==> src/hw/rtl/curve_follower_step_assert.svh <==
// Assertion macros for the curve follower step
`ifndef CURVE_FOLLOWER_STEP_ASSERT_SVH
`define CURVE_FOLLOWER_STEP_ASSERT_SVH

// Implication checked on every clock edge outside reset
`define CFS_ASSERT_IMP(lbl, clk, rstn, ante, cons, msg) \
  lbl: assert property (@(posedge clk) disable iff (!rstn) (ante) |-> (cons)) \
    else $error(msg);

// Next-cycle implication checked outside reset
`define CFS_ASSERT_NEXT(lbl, clk, rstn, ante, cons, msg) \
  lbl: assert property (@(posedge clk) disable iff (!rstn) (ante) |=> (cons)) \
    else $error(msg);

`endif

==> src/hw/rtl/cfs_pkg.sv <==
package cfs_pkg;

  localparam int unsigned CoordBitsDef = 16;
  localparam int unsigned RegBits      = 48;
  localparam int unsigned TBits        = 16;
  localparam int unsigned TStep        = 655;
  localparam int unsigned NumRegs      = 4;
  localparam int unsigned CfgIdxBits   = 2;

  // Sequencer states
  typedef enum logic [3:0] {
    ST_IDLE,
    ST_MIX,
    ST_DIFF,
    ST_SQRT,
    ST_DIV,
    ST_UPD,
    ST_POS,
    ST_OUT
  } cfs_state_e;

  // Commands from sequencer to the mix unit
  typedef struct packed {
    logic       start;
    logic [1:0] axis;
    logic [1:0] sample;
  } cfs_mix_cmd_t;

endpackage

==> src/hw/rtl/cfs_mix.sv <==
// Shared mix unit: evaluates one coordinate of the curve in three steps,
// one multiply per cycle: l1 = mix(p1,p2,t), l2 = mix(p3,p4,t), mix(l1,l2,t).
module cfs_mix
  import cfs_pkg::*;
#(
  parameter int unsigned CoordBits = CoordBitsDef,
  parameter int unsigned WideBits  = CoordBits + 20
) (
  input  logic                        clk_i,
  input  logic                        rst_ni,
  input  logic                        start_i,
  input  logic signed [CoordBits-1:0] a_i,
  input  logic signed [CoordBits-1:0] b_i,
  input  logic signed [CoordBits-1:0] c_i,
  input  logic signed [CoordBits-1:0] d_i,
  input  logic [TBits:0]              t_i,
  output logic                        done_o,
  output logic signed [WideBits-1:0]  res_o
);

  localparam int unsigned ProdBits = WideBits + TBits + 3;

  logic [1:0] step_q, step_d;
  logic signed [WideBits-1:0] l1_q, l1_d, l2_q, l2_d;
  logic signed [WideBits-1:0] ma, mb;
  logic signed [ProdBits-1:0] prod;
  logic signed [WideBits-1:0] mixed;

  // operand selection per step
  always_comb begin
    ma = l1_q;
    mb = l2_q;
    case (step_q)
      2'd1: begin
        ma = WideBits'(a_i);
        mb = WideBits'(b_i);
      end
      2'd2: begin
        ma = WideBits'(c_i);
        mb = WideBits'(d_i);
      end
      default: begin
        ma = l1_q;
        mb = l2_q;
      end
    endcase
  end

  // one multiply, round to nearest with ties up via arithmetic shift
  assign prod  = ProdBits'(mb - ma) * $signed({1'b0, t_i}) + ProdBits'(32768);
  assign mixed = ma + WideBits'(prod >>> TBits);

  always_comb begin
    step_d = step_q;
    l1_d   = l1_q;
    l2_d   = l2_q;
    case (step_q)
      2'd0: if (start_i) step_d = 2'd1;
      2'd1: begin
        l1_d   = mixed;
        step_d = 2'd2;
      end
      2'd2: begin
        l2_d   = mixed;
        step_d = 2'd3;
      end
      default: begin
        step_d = 2'd0;
      end
    endcase
  end

  always_ff @(posedge clk_i or negedge rst_ni) begin
    if (!rst_ni) begin
      step_q <= 2'd0;
    end else begin
      step_q <= step_d;
    end
  end

  always_ff @(posedge clk_i) begin
    l1_q <= l1_d;
    l2_q <= l2_d;
  end

  assign done_o = (step_q == 2'd3);
  assign res_o  = mixed;

endmodule

==> config.mk <==
export PLATFORM = sky130hd
export DESIGN_NAME = cfs_mix
export DESIGN_NICKNAME = d
export VERILOG_FILES = /design/src/hw/rtl/curve_follower_step_assert.svh /design/src/hw/rtl/cfs_pkg.sv /design/src/hw/rtl/cfs_mix.sv
export SDC_FILE = /design/constraint.sdc
export NUM_CORES = 2
export LEC_CHECK = 0
export BUFFER_PORTS_ARGS = -buffer_cell sky130_fd_sc_hd__buf_2
export CORE_UTILIZATION = 40
export CTS_CLUSTER_SIZE = 28
export DETAILED_ROUTE_END_ITERATION = 6
export PLACE_DENSITY = 0.65
export SLEW_MARGIN = 20
export SYNTH_ARGS = -nofsm -noshare
export SYNTH_HDL_FRONTEND = slang
export SYNTH_SLANG_ARGS = --single-unit
==> constraint.sdc <==
create_clock -name clk_i -period 16.2 [get_ports clk_i]
set_input_delay 0.81 -clock clk_i [delete_from_list [all_inputs] [get_ports clk_i]]
set_output_delay 0.81 -clock clk_i [all_outputs]
set_load 0.005 [all_outputs]
Yosys cells after proc, flatten, opt, wreduce, memory -nomap -nowiden
Index checks and enable logic that the tools add are counted.
Widths: inputs -> output; s select.
Word-level totals
  output and inout bits: 37
  input port bits: 84
  flip-flop bits (word level): 74
  logic and storage cells: 16
Cells by class
  mux-type cells: 4
  equal/unequal tests: 4
  reductions and logical operators: 1
  multipliers: 1
  add/sub/neg operators: 3
Operator list (number)
  $pmux 36 s2: 2
  $add 52x17->52 const B: 1
  $mul 37x18->52: 1
  $sub 36x36->37: 1
  $add 36x36->36: 1
  $pmux 2 s3: 1
  $eq 2x2->1 const B: 2
  $eq 2x1->1 const B: 1
  $logic_not 2->1: 1
  $mux 2: 1
  $ne 2x2->1 const B: 1

Logic depth before layout (Yosys ltp)
  depth after elaboration: 6
  mapped depth: 54
  mapped depth without buffers: 51

Worst setup path after synthesis
No wires, ideal clock.
  kind: reg2out
  start: register step_q[0]
  end: output res_o[35]
  required time: 15.390 ns
  setup slack: 3.035 ns
  data arrival time: 12.355 ns
  path buffers: 3
  cell stages (with the launch flop): 51
  cells stage by stage: dfrtp_1 -> inv_1 -> ha_1 -> clkbuf_1 -> clkbuf_1 -> a22oi_1 -> a21oi_1 -> ha_1 -> inv_1 -> fa_1 -> a21oi_1 -> o21bai_1 -> a21oi_1 -> nand2b_1 -> o21ai_0 -> a21oi_1 -> nor2_1 -> nor2_1 -> (+15 left out) -> nand2_1 -> o211ai_1 -> a21oi_1 -> o21bai_1 -> a221oi_1 -> o21ai_0 -> a2111o_1 -> nand3_1 -> ha_1 -> nor2b_1 -> o31a_1 -> o21ai_0 -> o31ai_1 -> a211oi_1 -> o2111ai_1 -> o211ai_1 -> xnor3_1 -> xor2_1
On the way
  longest elaborated chain between the ends: 6
  elaborated cells between the ends (all ways): 8
  those cells by class: 3 x add/sub; 1 x mul; 2 x eq/ne; 2 x mux
Ends and longest elaborated chain
  from (decl): line cfs_mix.sv:23  | logic [1:0] step_q, step_d;
  from (signal assigned): line cfs_mix.sv:77  | step_q <= step_d;
  $eq 2x2->1 or $eq 2x1->1 (tied branches): line cfs_mix.sv:33  | case (step_q)
  $pmux 36 s2: line cfs_mix.sv:33
  $sub 36x36->37: line cfs_mix.sv:50  | assign prod = ProdBits'(mb - ma) * $signed({1'b0, t_i}) + ProdBits'(32768);
  $mul 37x18->52: line cfs_mix.sv:50
  $add 52x17->52: line cfs_mix.sv:50
  $add 36x36->36 *: line cfs_mix.sv:51  | assign mixed = ma + WideBits'(prod >>> TBits);
  to (decl): line cfs_mix.sv:18  | output logic signed [WideBits-1:0] res_o
Every way passes the cells marked *; elsewhere a longest branch is shown, timed or not.

Worst setup path after layout
Ends and elaborated chain as after synthesis.

==> flow_summary.ini <==
[timing]
worstMarginPinSlew_ps = 1050
slew-limit-headroom = 0.293
rsz0062_at_grt = no
finalHoldViolCount = 0
setup_violations = 0
finalMaxSlewViolations = 0
fin_crit_ps = 14910
finalSetupTns_ps = 0
period_share = 0.921
fmax_ghz = 0.0671
finalHoldWorstSlack_ps = 256
final.setup_skew_ps = 9.46

[final_layout]
stdcell_count = 4070
area_growth_pct = 6.94
drive_gt1_frac = 0.0631
fin_nets = 4024

[floorplanning]
core-area_um2 = 68800
fp-row-count = 96
dieArea_um2 = 70800
num_io_pins = 121
start_util = 0.405
die_y_um = 266
fp.dieW_um = 266

[clock_tree]
cts.sink_count = 74
cts_buffer_depth = 2
hold_buffers = 0
cts_made_buffers = 9
htreeDepth = 3
clk_latency_ps = 330
root_buffer = clkbuf_16
cts_setup_buffers = 0
clk_pin_slew_ps = 60
cts_resized = 0
cts_tree = done

[worst_setup_path]
crit_path_max_incr_delay_ps = 870
r2r_slack_ps = 2380
crit_path_frequent_cell = fa_1
path_delay_family = compound AO/OA/AOI/OAI gates
critPathRequiredTime_ps = 15390
worstSetupPathType = flop to output pin
cp.arrival_ps = 14100
critPathLaunchType = flop
cp_max_fo = 42
critPathCaptureType = output pin
crit_slowest_cell = o41ai_1
critPathBufInv = 7

[detailed_routing]
vias = 20400
drc = 0
vias_per_cell = 5.00
wl_per_cell_um = 16.9
drt-pass1-iter-count = 5
totalWireLength_um = 68700
ant_nets = 0
first_iter_violations = 1063

[synthesis]
syn_nets = 3983
synth_seq_cells = 74
syn_area_per_cell_um2 = 9.02
synth_cells = 3092
yosysTopAreaCell = fa_1
yosysWarnings = 0
synth-seq-area-share = 0.0793
synthArstFlopShare = 0.0270
yosysTopAreaCellShare = 0.414
synth_cell_types = 69
syn_area_um2 = 27900
ys_top_cells_by_area = fa_1 41%, ha_1 10%, inv_1 9.7%
synth_edf_count = 72
synth_flop_cell = edfxtp_1

[global_routing]
grt_usage = 0.199
grt_max_degree = 59
grt-ovfl-total = 0
antenna_found_initial = 4
grt_pass1_vias = 21700
grt_pass1_wl_um = 112000

[placement]
place_congestion = 0.928
io_buffers = 120
hpwl_um = 56200
placed_cells = 4053

[run]
drv_cap = 0

[run_status]
status = finished clean

[min_path]
holdCritPathClass = primary input to asynchronous set/reset pin
==> registers in the layout, indices dropped and copies added, names as in the netlist <==
name and cells:
l2_q 36, l1_q 36, step_q 2
==> final timing paths <==
check | from | to | cells after the start
hold / removal | rst_ni | step_q[0] | 1
min in group clk_i | step_q[0] | step_q[0] | 2
setup reg to reg | step_q[0] | l2_q[35] | 48
max in group asynchronous | rst_ni | step_q[1] | 1
setup / recovery | step_q[0] | res_o[35] | 49
hold reg to reg | step_q[0] | step_q[0] | 2
==> metrics by stage <==
step,setup WS [ps],util,cell area [µm²]
global route,348,0.433,29800
floorplan,3040,-,27900
finish,1290,0.433,29800
CTS,1340,0.433,29800
detailed placement,1760,0.429,29500
global placement,1770,0.429,29500
==> layer usage <==
layer / GRT usage / vias to the layer above / part of all wire
met5: 0 / - / 0
met2: 0.389 / 360 / 0.55
li1: - / 9503 / -
met4: 0.0447 / 0 / 0.023
met3: 0.0155 / 85 / 0.031
met1: 0.234 / 10400 / 0.40
==> area by class of cell <==
type	instances	area [µm²]
fillers	6838	39000
multi-input cells	2170	22500
inverters	720	2700
flip-flops and latches	74	2210
well taps	931	1160
repair buffers	158	886
clock buffers	9	225
clock inverters	6	81.3
diodes	2	5.00
==> Yosys cell counts (all sizes together) (4+ instances only) <==
| cell type | instances |
|---|---|
| a31oi | 10 |
| a21oi | 112 |
| o21ai | 46 |
| edfxtp | 72 |
| o21bai | 16 |
| nor2b | 23 |
| a22oi | 33 |
| nand2 | 305 |
| a211o | 6 |
| o31ai | 9 |
| and3 | 9 |
| o211ai | 7 |
| nor3b | 12 |
| buf | 7 |
| fa | 577 |
| nand4 | 12 |
| ha | 230 |
| nand2b | 14 |
| inv | 720 |
| xnor2 | 74 |
| clkbuf | 121 |
| a221oi | 4 |
| and2 | 331 |
| o21a | 59 |
| xor2 | 33 |
| or3b | 10 |
| nand3 | 23 |
| a211oi | 11 |
| nor2 | 84 |
| a21o | 62 |
| nor3 | 17 |
==> cells in the final DEF (no fill, tap or decap), types with 62 or more instances in the layout <==
master / count
inv_1: 720
fa_1: 577
and2_1: 331
nand2_1: 305
ha_1: 227
buf_2: 120
a21oi_1: 110
nor2_1: 84
edfxtp_1: 72
xnor2_1: 70
a21o_1: 62
==> kinds of logic after synthesis <==
group	Yosys count	share of synthesized area
and+or+nand+nor	855	0.158
buffers and inverters	848	0.115
adders and majority gates	807	0.517
AOI/OAI and AO/OA	399	0.0960
xor gates and xnor gates	108	0.0347
DFF	74	0.0793
muxes	1	0.000359
Power is left out: the tool's default activity adds up to more than one toggle a clock period on the data nets, which glitch-free logic cannot reach.
