--- src/hw/rtl/curve_follower_step_assert.svh ---
// Assertion macros for the curve follower step
`ifndef CURVE_FOLLOWER_STEP_ASSERT_SVH
`define CURVE_FOLLOWER_STEP_ASSERT_SVH

// Implication checked on every clock edge outside reset
`define CFS_ASSERT_IMP(lbl, clk, rstn, ante, cons, msg) \
  lbl: assert property (@(posedge clk) disable iff (!rstn) (ante) |-> (cons)) \
    else $error(msg);

// Next-cycle implication checked outside reset
`define CFS_ASSERT_NEXT(lbl, clk, rstn, ante, cons, msg) \
  lbl: assert property (@(posedge clk) disable iff (!rstn) (ante) |=> (cons)) \
    else $error(msg);

`endif

--- src/hw/rtl/cfs_pkg.sv ---
package cfs_pkg;

  localparam int unsigned CoordBitsDef = 16;
  localparam int unsigned RegBits      = 48;
  localparam int unsigned TBits        = 16;
  localparam int unsigned TStep        = 655;
  localparam int unsigned NumRegs      = 4;
  localparam int unsigned CfgIdxBits   = 2;

  // Sequencer states
  typedef enum logic [3:0] {
    ST_IDLE,
    ST_MIX,
    ST_DIFF,
    ST_SQRT,
    ST_DIV,
    ST_UPD,
    ST_POS,
    ST_OUT
  } cfs_state_e;

  // Commands from sequencer to the mix unit
  typedef struct packed {
    logic       start;
    logic [1:0] axis;
    logic [1:0] sample;
  } cfs_mix_cmd_t;

endpackage

--- src/hw/rtl/cfs_root_div.sv ---
// Bit-serial unit: integer square root (two bits per step) or
// restoring division (one bit per step), shared by the sequencer.
module cfs_root_div
  import cfs_pkg::*;
#(
  parameter int unsigned SumBits = 64
) (
  input  logic               clk_i,
  input  logic               rst_ni,
  input  logic               start_sqrt_i,
  input  logic               start_div_i,
  input  logic [SumBits-1:0] radicand_i,
  input  logic [31:0]        dividend_i,
  input  logic [SumBits-1:0] divisor_i,
  output logic               busy_o,
  output logic [SumBits-1:0] result_o
);

  localparam int unsigned CntBits = $clog2(SumBits + 1);

  logic               busy_q, mode_q;
  logic [CntBits-1:0] cnt_q;
  logic [SumBits-1:0] rem_q, res_q, bit_q, dsor_q;
  logic [31:0]        quo_q;
  logic [SumBits:0]   trial_div;
  logic [SumBits:0]   shifted;

  assign shifted   = {rem_q, quo_q[31]};
  assign trial_div = shifted - {1'b0, dsor_q};

  always_ff @(posedge clk_i or negedge rst_ni) begin
    if (!rst_ni) begin
      busy_q <= 1'b0;
      cnt_q  <= '0;
    end else if (start_sqrt_i) begin
      busy_q <= 1'b1;
      cnt_q  <= CntBits'(SumBits / 2);
    end else if (start_div_i) begin
      busy_q <= 1'b1;
      cnt_q  <= CntBits'(32);
    end else if (busy_q) begin
      cnt_q <= cnt_q - 1'b1;
      if (cnt_q == CntBits'(1)) busy_q <= 1'b0;
    end
  end

  always_ff @(posedge clk_i) begin
    if (start_sqrt_i) begin
      mode_q <= 1'b0;
      rem_q  <= radicand_i;
      res_q  <= '0;
      bit_q  <= SumBits'(1) << (SumBits - 2);
    end else if (start_div_i) begin
      mode_q <= 1'b1;
      rem_q  <= '0;
      quo_q  <= dividend_i;
      dsor_q <= divisor_i;
    end else if (busy_q) begin
      if (!mode_q) begin
        // one root digit per step
        if (rem_q >= res_q + bit_q) begin
          rem_q <= rem_q - (res_q + bit_q);
          res_q <= (res_q >> 1) + bit_q;
        end else begin
          res_q <= res_q >> 1;
        end
        bit_q <= bit_q >> 2;
      end else begin
        // one quotient bit per step
        if (!trial_div[SumBits]) begin
          rem_q <= trial_div[SumBits-1:0];
          quo_q <= {quo_q[30:0], 1'b1};
        end else begin
          rem_q <= shifted[SumBits-1:0];
          quo_q <= {quo_q[30:0], 1'b0};
        end
      end
    end
  end

  assign busy_o   = busy_q;
  assign result_o = mode_q ? SumBits'(quo_q) : res_q;

endmodule

--- config.mk ---
export PLATFORM = sky130hd
export DESIGN_NAME = cfs_root_div
export DESIGN_NICKNAME = d
export VERILOG_FILES = /design/src/hw/rtl/curve_follower_step_assert.svh /design/src/hw/rtl/cfs_pkg.sv /design/src/hw/rtl/cfs_root_div.sv
export SDC_FILE = /design/constraint.sdc
export NUM_CORES = 1
export LEC_CHECK = 0
export BUFFER_PORTS_ARGS = -buffer_cell sky130_fd_sc_hd__clkbuf_2
export CORE_ASPECT_RATIO = 1.2
export CORE_MARGIN = 2
export CORE_UTILIZATION = 50
export DETAILED_ROUTE_END_ITERATION = 6
export GPL_TIMING_DRIVEN = 0
export HOLD_SLACK_MARGIN = 0.12
export PLACE_DENSITY = 0.68
export SLEW_MARGIN = 10
export SYNTH_ARGS = -nofsm -noshare
export SYNTH_HDL_FRONTEND = slang
export SYNTH_SLANG_ARGS = --single-unit
--- constraint.sdc ---
create_clock -name clk_i -period 6.88 [get_ports clk_i]
set_input_delay 0.344 -clock clk_i [delete_from_list [all_inputs] [get_ports clk_i]]
set_output_delay 0.344 -clock clk_i [all_outputs]
set_load 0.02 [all_outputs]
; After elaboration in Yosys (flattened, before gate mapping)
; Cells that the tools add are included.
[op_classes]
n_lt_le_gt_ge = 1
bitwise = 3
n_mux = 19
eq_ne = 1
n_addsub = 5
reduce_logical = 8
[ops]
columns = op, count
row1 = two-way mux 64 bit, 8
row2 = two-way mux 32 bit, 3
row3 = subtractor 65 x 64 -> 65 bit, 1
row4 = adder 63 x 63 -> 64 bit, 1
row5 = adder 64 x 63 -> 64 bit, 1
row6 = greater-or-equal comparator 64 bit, 1
row7 = subtractor 64 bit, 1
row8 = two-way mux 7 bit, 3
row9 = == test 7 x 1 -> 1 bit (second input constant), 1
row10 = subtractor 7 x 1 -> 7 bit (second input constant), 1
row11 = AND reduction 3 bit, 2
row12 = two-way mux 1 bit, 5
row13 = AND reduction 2 bit, 2
row14 = nonzero test 2 bit, 2
row15 = nonzero test 4 bit, 1
row16 = inverter 1 bit, 3
row17 = nonzero test 3 bit, 1
[totals]
ff_bits = 265
word_cells = 45
output_inout_bits = 65
in_bits = 164

; Logic depth before layout (Yosys ltp)
; Gate-level depths: netlist of run 1.
[logic_depth]
ltp_word = 7
depth_mapped = 27

; Worst setup path after synthesis of run 1
; Ideal clock, no wire load.
[synth_timing]
path_kind = register -> register
start = reg bit_q[0]
end = reg rem_q[0], enable pin
path_buffers = 3
slack_ps = 276
stages_incl_launch_ff = 25
arrival_time_ps = 6181
setup_ps = 424
required_time_ps = 6456
period_less_slack_ps = 6604
path_cell_list = dfxtp_1 -> ha_1 -> ha_1 -> a21o_1 -> a31oi_1 -> o311ai_0 -> a21boi_1 -> o31a_1 -> o21ai_1 -> a31oi_1 -> o2111ai_1 -> nand3_1 -> xor2_1 -> ha_1 -> clkbuf_1 -> nand4_1 -> or3_1 -> nor3_1 -> nand2_1 -> nand4bb_1 -> a31o_2 -> buf_2 -> buf_2 -> o21ai_0 -> nand2_1
[synth_via]
elab_chain_len = 4
[synth_lines]
columns = element, line
row1 = start: declaration, cfs_root_div.sv:23  ; logic [SumBits-1:0] rem_q, res_q, bit_q, dsor_q;
row2 = start signal: assignment, cfs_root_div.sv:52  ; bit_q <= SumBits'(1) << (SumBits - 2);
row3 = start signal: assignment, cfs_root_div.sv:67  ; bit_q <= bit_q >> 2;
row4 = adder 64 x 63 -> 64 bit, cfs_root_div.sv:61  ; if (rem_q >= res_q + bit_q) begin
row5 = greater-or-equal comparator 64 bit, cfs_root_div.sv:61
row6 = nonzero test 4 bit (no line), -
row7 = AND reduction 2 bit (no line), -
row8 = end signal: assignment, cfs_root_div.sv:62  ; rem_q <= rem_q - (res_q + bit_q);
row9 = end signal: assignment, cfs_root_div.sv:71  ; rem_q <= trial_div[SumBits-1:0];
row10 = end signal: assignment, cfs_root_div.sv:74  ; rem_q <= shifted[SumBits-1:0];
row11 = end: declaration, cfs_root_div.sv:23
; Every way passes these cells.
; A chain may end at the register's enable or synchronous reset.

; Worst setup path after layout of run 1
[layout_timing]
start = reg res_q[28]
end = reg rem_q[59], enable pin
[layout_via]
elab_chain_len = 4
[layout_lines]
columns = element, line
row1 = start: declaration, cfs_root_div.sv:23
row2 = start signal: assignment, cfs_root_div.sv:63  ; res_q <= (res_q >> 1) + bit_q;
row3 = start signal: assignment, cfs_root_div.sv:65  ; res_q <= res_q >> 1;
row4 = adder 64 x 63 -> 64 bit, cfs_root_div.sv:61
row5 = greater-or-equal comparator 64 bit, cfs_root_div.sv:61
row6 = nonzero test 4 bit (no line), -
row7 = AND reduction 2 bit (no line), -
; Every way passes these cells.

==> results.tsv, run 1 <==
stage	metric	value	unit
placement	GP Congestion	0.9913	
final_layout	final instance count without filler cells	4147	
routing	wirelength, routed	95.82	mm
critical_path	CP max-delay cell	or4b_1	
placement	port bufs	227	
sta	final hold violation count	0	
routing	Vias	25910	
clocking	# clock sinks	265	
sta	Max Freq	0.1513	GHz
sta	final hold slack	176.9	ps
power_and_ir_drop	Sw Pwr	4.783	mW
power_and_ir_drop	combinational share of power	59.4	%
clocking	TritonCTS buffer count	31	
critical_path	Worst Setup SP	res_q[28]	
power_and_ir_drop	sequential power share	23.6	%
synth	syn_nets	3433	
clocking	maximum clock path buffer count	3	
run	Max-Cap Viols	0	
sta	TNS Setup	0	ps
synth	sequential share of the synthesized area	28.36	%
power_and_ir_drop	Clock power frac	17.1	%
routing	via density per instance	6.248	
outcome	failing checks	design-rule violations	
critical_path	r2r endpoint	rem_q[59]	
synth	ys async rst share	3.019	%
sta	final worst path period share	96.06	%
sta	Tightest Pin Transition	1231	ps
critical_path	critical path's most frequent cell	a21oi_1	
synth	synthesized cell area	24490	um2
critical_path	FF-to-FF Start	res_q[28]	
floorplan	initial core utilization	50.79	%
global_route	gr ovfl total	0	
routing	initial drt markers	2657	
min_path	worst min-delay path class	input port to flop	
critical_path	type of origin of the critical path	flop	
clocking	Worst-Skew Late Latency	640	ps
power_and_ir_drop	Pleak	11.94	nW
final_layout	Nets	3855	
sta	Slew Limit Fails	0	
final_layout	area grow syn2layout	19.14	%
floorplan	Core ar.	48230	um2
sta	Final min period	6609	ps
routing	antenna-violating nets left	0	
critical_path	R2R Setup Slk	270	ps
synth	Synth Register Bits	265	
synth	EDFF count, synth	160	
floorplan	I/O pin count	229	
clocking	Worst-path clk slew	70	ps
power_and_ir_drop	internal power	4.992	mW
floorplan	Die W	206.1	um
critical_path	crit-path max cell delay	460	ps
routing	DRC	11	
global_route	initial antenna violation count	0	
floorplan	Die Area	50780	um2
synth	syn_area_per_cell	7.976	um2
final_layout	Util after Layout	60.51	%
synth	Primary FF master, synth	edfxtp_1	
critical_path	Critical Path AT	6960	ps
power_and_ir_drop	switching share of power	48.93	%
synth	Synth Instances	3071	
global_route	largest net degree at the start of global routing	37	
global_route	first-pass GRT wire length	140.9	mm
clocking	CTS tree	built	
global_route	vias in the first global route	24470	
critical_path	kind of critical path	flop to flop	
placement	hpwl dp	74.98	mm
final_layout	fillcell total	4308	
power_and_ir_drop	peak ir drop on the vdd network	0.2431	mV
synth	Syn. warnings	0	
placement	placed insts	3931	
min_path	Hold Startpoint	radicand_i[52]	
outcome	status	finished with violations	
sta	Max transition margin	17.97	%
clocking	CTS H-tree depth	1	
min_path	worst hold path depth	3	
critical_path	Critical Path RT	7230	ps
sta	RSZ-0062 raised after global routing	no	
floorplan	# rows	88	
critical_path	path depth of the worst reg2reg path	26	
final_layout	layout cell share with drive strength beyond 1	13.03	%
routing	drt wl/cell	23.11	um
power_and_ir_drop	power density cells	334.9	nW/um2
routing	Pre-antenna DRT Iters	7	
min_path	Worst Hold End	rem_q[52]	
global_route	GRT Resource Usage Total	36.38	%
critical_path	endpoint class of the critical path	flop	
clocking	Root Driver	clkbuf_16	
sta	setup clock skew after layout	42.00	ps
critical_path	Max FO, Critical Path	14	
synth	Unique masters post-synth	90	
floorplan	Die Y	246.5	um
sta	Setup-failing EPs final	0	
-- registers in the layout (all words and copies together), names as in the netlist --
name	flops
bit_q	32
dsor_q	64
quo_q	32
busy_o	1
mode_q	1
rem_q	64
res_q	64
cnt_q	7
-- worst max-delay path: cells and delay by family (launching register included) --
| family | cells | cell delay (ps) |
|---|---|---|
| AO/OA/AOI/OAI | 12 | 2380 |
| XOR/XNOR | 1 | 250 |
| adder cells (fa/ha/maj) | 2 | 700 |
| buffers and inverters | 4 | 950 |
| flip-flops | 1 | 410 |
| AND/OR/NAND/NOR | 7 | 1620 |
-- cell families (layout without fill, tap and decap cells) --
| family | after synthesis | after routing | share of synthesized area [%] |
|---|---|---|---|
| DFF | 265 | 265 | 28.36 |
| other | 0 | 1 | 0 |
| AOI/OAI and AO/OA | 993 | 993 | 25.83 |
| and+or+nand+nor | 1012 | 1013 | 19.22 |
| xor gates and xnor gates | 201 | 201 | 7.187 |
| buffers and inverters | 307 | 751 | 4.996 |
| adders and majority gates | 198 | 198 | 10.18 |
| muxes | 95 | 95 | 4.235 |
-- routing by layer --
layer | GRT usage [%] | up-vias | wire length, um
met1 | 46.83 | 12090 | 38800
met2 | 59.78 | 1391 | 43250
li1 | - | 12160 | -
met4 | 18.89 | 0 | 5471
met3 | 4.127 | 278 | 8295
met5 | 0 | - | 0
-- placed cells by master, fill, tap and decap left out, types with 17 or more instances in the layout --
cell and instances:
a211oi_1 56, a21o_1 77, a21oi_1 263, a311oi_1 17, a31oi_1 74, and2_1 26, and3_1 20, buf_2 40
clkbuf_1 137, clkbuf_16 32, clkbuf_2 231, dfxtp_1 97, dlygate4sd3_1 158, edfxtp_1 160, ha_1 195, inv_1 118
mux2_2 69, mux2i_1 26, nand2_1 360, nand3_1 61, nand4_1 61, nor2_1 264, nor2b_1 52, nor3_1 53
nor4_1 22, o211ai_1 28, o21a_1 24, o21ai_0 238, o21bai_1 42, or3_1 28, xnor2_1 119, xor2_1 82
-- power by group through the flow --
| stage | sequential, mW | clock (mW) | combinational, mW |
|---|---|---|---|
| after floorplan | 2.13 | 0 | 3.99 |
| after global placement | 2.31 | 0 | 5.47 |
| after detailed placement | 2.30 | 0 | 5.51 |
| after CTS | 2.27 | 1.67 | 5.63 |
| after global routing | 2.30 | 1.74 | 6.26 |
| final | 2.30 | 1.67 | 5.80 |
-- through the flow --
stage	area [um2]	worst slack [ps]	total power, mW
final	29180	271.3	9.775
after global routing	29180	39.90	10.31
after CTS	29090	21.75	9.574
after detailed placement	26500	-677.1	7.811
after global placement	26420	-2017	7.777
after floorplan	24490	275.6	6.111
-- Yosys cell counts, types with 23 or more instances --
| cell type | count | area, um2 |
|---|---|---|
| a21oi_1 | 265 | 1326 |
| nor2b_1 | 53 | 331.6 |
| mux2_2 | 69 | 777.0 |
| xnor2_1 | 119 | 1042 |
| o21a_1 | 25 | 187.7 |
| clkbuf_1 | 134 | 503.0 |
| nor4_1 | 23 | 143.9 |
| dfxtp_1 | 97 | 1942 |
| inv_1 | 118 | 442.9 |
| a31oi_1 | 75 | 469.2 |
| nor2_1 | 264 | 991.0 |
| nand2_1 | 361 | 1355 |
| and2_1 | 26 | 162.7 |
| nand3_1 | 61 | 305.3 |
| nor3_1 | 54 | 270.3 |
| buf_2 | 42 | 210.2 |
| mux2i_1 | 26 | 260.3 |
| or3_1 | 28 | 175.2 |
| edfxtp_1 | 160 | 4805 |
| o211ai_1 | 28 | 210.2 |
| a21o_1 | 77 | 578.1 |
| xor2_1 | 82 | 718.2 |
| o21ai_0 | 240 | 1201 |
| a211oi_1 | 56 | 420.4 |
| nand4_1 | 61 | 381.6 |
| ha_1 | 196 | 2452 |
| o21bai_1 | 42 | 315.3 |
-- what timing repair did --
| action | in CTS | in global routing |
|---|---|---|
| endpoints found under the setup margin | 69 | 121 |
| gates cloned | 1 | 0 |
| gates resized for setup | 6 | 19 |
| pin swaps | 1 | 1 |
| hold buffers | 158 | 0 |
| endpoints found under the hold margin | 164 | 0 |
| buffers inserted | 1 | 2 |
-- cell type report --
class | instances | area, um2 | share of cell area (%)
multi-input combinational | 2500 | 16440 | 56.32
sequential | 265 | 6947 | 23.80
timing repair buffer | 391 | 2800 | 9.595
clock buffer | 50 | 940.9 | 3.224
tap | 630 | 788.3 | 2.701
buffer | 186 | 775.7 | 2.658
inverter | 118 | 442.9 | 1.518
clock inverter | 6 | 48.80 | 0.1672
antenna | 1 | 2.502 | 0.008575
-- worst max-delay path by stage --
stage,to,cells after the start
detailed placement,rem_q[4],25
CTS,rem_q[57],25
finish,rem_q[59],26
global placement,rem_q[3],25
floorplan,rem_q[0],24
global route,rem_q[41],26
(Power assumes the default switching activity.)
==> run 2, diff against run 1 <==
--- a/config.mk
+++ b/config.mk
@@ -13,6 +13,8 @@
 export GPL_TIMING_DRIVEN = 0
 export HOLD_SLACK_MARGIN = 0.12
 export PLACE_DENSITY = 0.68
+export SETUP_SLACK_MARGIN = 0.4
+export SKIP_LAST_GASP = 1
 export SLEW_MARGIN = 10
 export SYNTH_ARGS = -nofsm -noshare
 export SYNTH_HDL_FRONTEND = slang
==> results.tsv, run 2 (synthesized netlist as in run 1, its figures left out) <==
stage	metric	value	unit	change
routing	antenna-violating nets left	0		unchanged
routing	DR WL met2	43.61	mm	+0.83%
routing	highest metal used	met5		
final_layout	fillcell total	4366		+1.3%
floorplan	Core ar.	48230	um2	unchanged
final_layout	post-route cell area	29220	um2	+0.12%
global_route	GRT Resource Usage Total	36.31	%	-0.077 points
final_layout	Nets	3834		-0.54%
clocking	Worst-path clk slew	60	ps	about the same
sta	Max transition margin	15.48	%	-2.5 points
sta	Setup-failing EPs final	0		unchanged
sta	final hold slack	137.6	ps	-39.31 ps
power_and_ir_drop	power density cells	341.9	nW/um2	+2.1%
critical_path	type of origin of the critical path	flop		
power_and_ir_drop	Pleak	11.96	nW	+0.23%
sta	final worst path period share	91.33	%	-4.7 points
routing	via density per instance	6.228		-0.32%
placement	port bufs	227		unchanged
placement	Placed Area	26500	um2	about the same
placement	GP Congestion	0.9858		-0.55%
clocking	Worst-Skew Late Latency	550	ps	-90 ps
clocking	Root Driver	clkbuf_16		
floorplan	Die W	206.1	um	unchanged
final_layout	most common cell after layout, fill and taps aside	nand2_1		
power_and_ir_drop	switching share of power	48.21	%	-0.72 points
floorplan	Die Y	246.5	um	unchanged
final_layout	most frequent cells in the layout	nand2_1, nor2_1, a21oi_1, o21ai_0, clkbuf_2		
sta	final hold violation count	0		unchanged
sta	Final min period	6283	ps	-325.6 ps
sta	RSZ-0062 raised after global routing	yes		
final_layout	layout cell share with drive strength beyond 1	13.91	%	+0.88 points
routing	routed wl met3	7.718	mm	-7.0%
global_route	vias in the first global route	24390		-0.36%
clocking	maximum clock path buffer count	3		unchanged
power_and_ir_drop	internal power	5.174	mW	+3.7%
clocking	CTS tree	built		
global_route	largest net degree at the start of global routing	35		-5.4%
floorplan	# rows	88		unchanged
clocking	CTS H-tree depth	2		+1
routing	Pre-antenna DRT Iters	6		-1
global_route	gr ovfl total	0		unchanged
outcome	status	finished clean		
power_and_ir_drop	Sw Pwr	4.816	mW	+0.70%
floorplan	I/O pin count	229		unchanged
critical_path	Max FO, Critical Path	31		+17
routing	Vias	25690		-0.85%
sta	Slew Limit Fails	0		unchanged
routing	DRC	0		-11
global_route	initial antenna violation count	1		+1
run	Max-Cap Viols	0		unchanged
routing	wl on met1	39.03	mm	+0.59%
floorplan	Die Area	50780	um2	unchanged
critical_path	Critical Path AT	6520	ps	-440 ps
power_and_ir_drop	sequential power share	23.0	%	-0.6 points
placement	hpwl dp	75.00	mm	about the same
power_and_ir_drop	combinational share of power	58.5	%	-0.9 points
critical_path	endpoint class of the critical path	flop		
floorplan	initial core utilization	50.79	%	unchanged
min_path	worst min-delay path class	input port to flop		
sta	Max Freq	0.1592	GHz	+5.2%
clocking	# clock sinks	265		unchanged
routing	initial drt markers	2515		-5.3%
clocking	TritonCTS buffer count	34		+9.7%
final_layout	largest registers	dsor_q: 64 flops, rem_q: 64 flops, res_q: 64 flops		
sta	setup clock skew after layout	14.15	ps	-27.85 ps
power_and_ir_drop	peak ir drop on the vdd network	0.2373	mV	-2.4%
final_layout	antenna cells	0		-1
final_layout	area grow syn2layout	19.28	%	
routing	wirelength, routed	95.72	mm	-0.11%
critical_path	kind of critical path	flop to flop		
sta	Tightest Pin Transition	1268	ps	+37.23 ps
routing	drt wl/cell	23.20	um	+0.42%
global_route	first-pass GRT wire length	140.1	mm	-0.60%
power_and_ir_drop	Clock power frac	18.5	%	+1.4 points
critical_path	Critical Path RT	7120	ps	-110 ps
-- run 2: metrics by stage --
step	TNS (ps)	setup slack, ps	power [mW]	std cells	utilization [%]
after global placement	-70920	-1111	7.774	3928	54.79
after detailed placement	-26340	-423.3	7.814	3931	54.96
after global routing	0	390.1	10.52	4125	60.58
after floorplan	0	860.1	6.110	3071	-
final	0	596.8	9.990	4125	60.58
after CTS	0	432.2	9.754	4117	60.13
-- run 2: critical path, stage by stage, from the launching register on --
cell and delay, ps:
dfxtp_1 540, ha_4 210, and4_1 260, nand2b_1 100, or4b_1 540, a2bb2oi_2 180, a21oi_2 240, a21oi_1 130
nor2_1 300, a311oi_2 200, xor2_1 210, ha_1 300, clkbuf_1 270, nand4_1 260, or3_1 470, nor3_4 250
nand2_1 80, nand4bb_1 170, a31o_2 130, clkbuf_4 260, buf_6 220, o21ai_4 90, nand2_4 160, bufbuf_16 380
-- run 2: worst paths after layout --
check,from,endpoint,slack [ps],cells after the start
setup / recovery,res_q[16],rem_q[61],600,23
hold / removal,radicand_i[19],rem_q[19],140,3
setup reg to reg,res_q[16],rem_q[61],600,23
hold reg to reg,bit_q[0],bit_q[0],490,2
max in group asynchronous,rst_ni,cnt_q[1],6520,2
min in group asynchronous,rst_ni,cnt_q[0],170,2
-- run 2: layer usage --
metal | vias to the layer above | track usage (%)
met1 | 12040 | 45.88
met4 | 2 | 18.09
li1 | 12120 | -
met2 | 1247 | 60.32
met5 | - | 0
met3 | 287 | 5.093
-- run 2: power by group through the flow --
stage | combinational, mW | clock (mW) | sequential, mW
floorplan | 3.99 | 0 | 2.12
global placement | 5.47 | 0 | 2.30
detailed placement | 5.51 | 0 | 2.30
CTS | 5.64 | 1.85 | 2.27
global route | 6.31 | 1.90 | 2.31
finish | 5.84 | 1.84 | 2.30
-- run 2: final cells by class --
class | count | area, um2 | area share (%)
clock buffer | 48 | 1002 | 3.430
tap | 630 | 788.3 | 2.698
multi-input combinational | 2499 | 16560 | 56.68
clock inverter | 11 | 117.6 | 0.4026
timing repair buffer | 365 | 2557 | 8.753
buffer | 189 | 794.5 | 2.719
inverter | 118 | 442.9 | 1.516
sequential | 265 | 6954 | 23.80
-- run 2: timing repair --
action | in CTS | in global routing
resized for setup | 22 | 31
buffers inserted | 1 | 7
setup endpoints to repair | 124 | 125
endpoints found under the hold margin | 132 | 1
pin swaps | 2 | 10
hold buffers | 125 | 1
cloned | 1 | 0
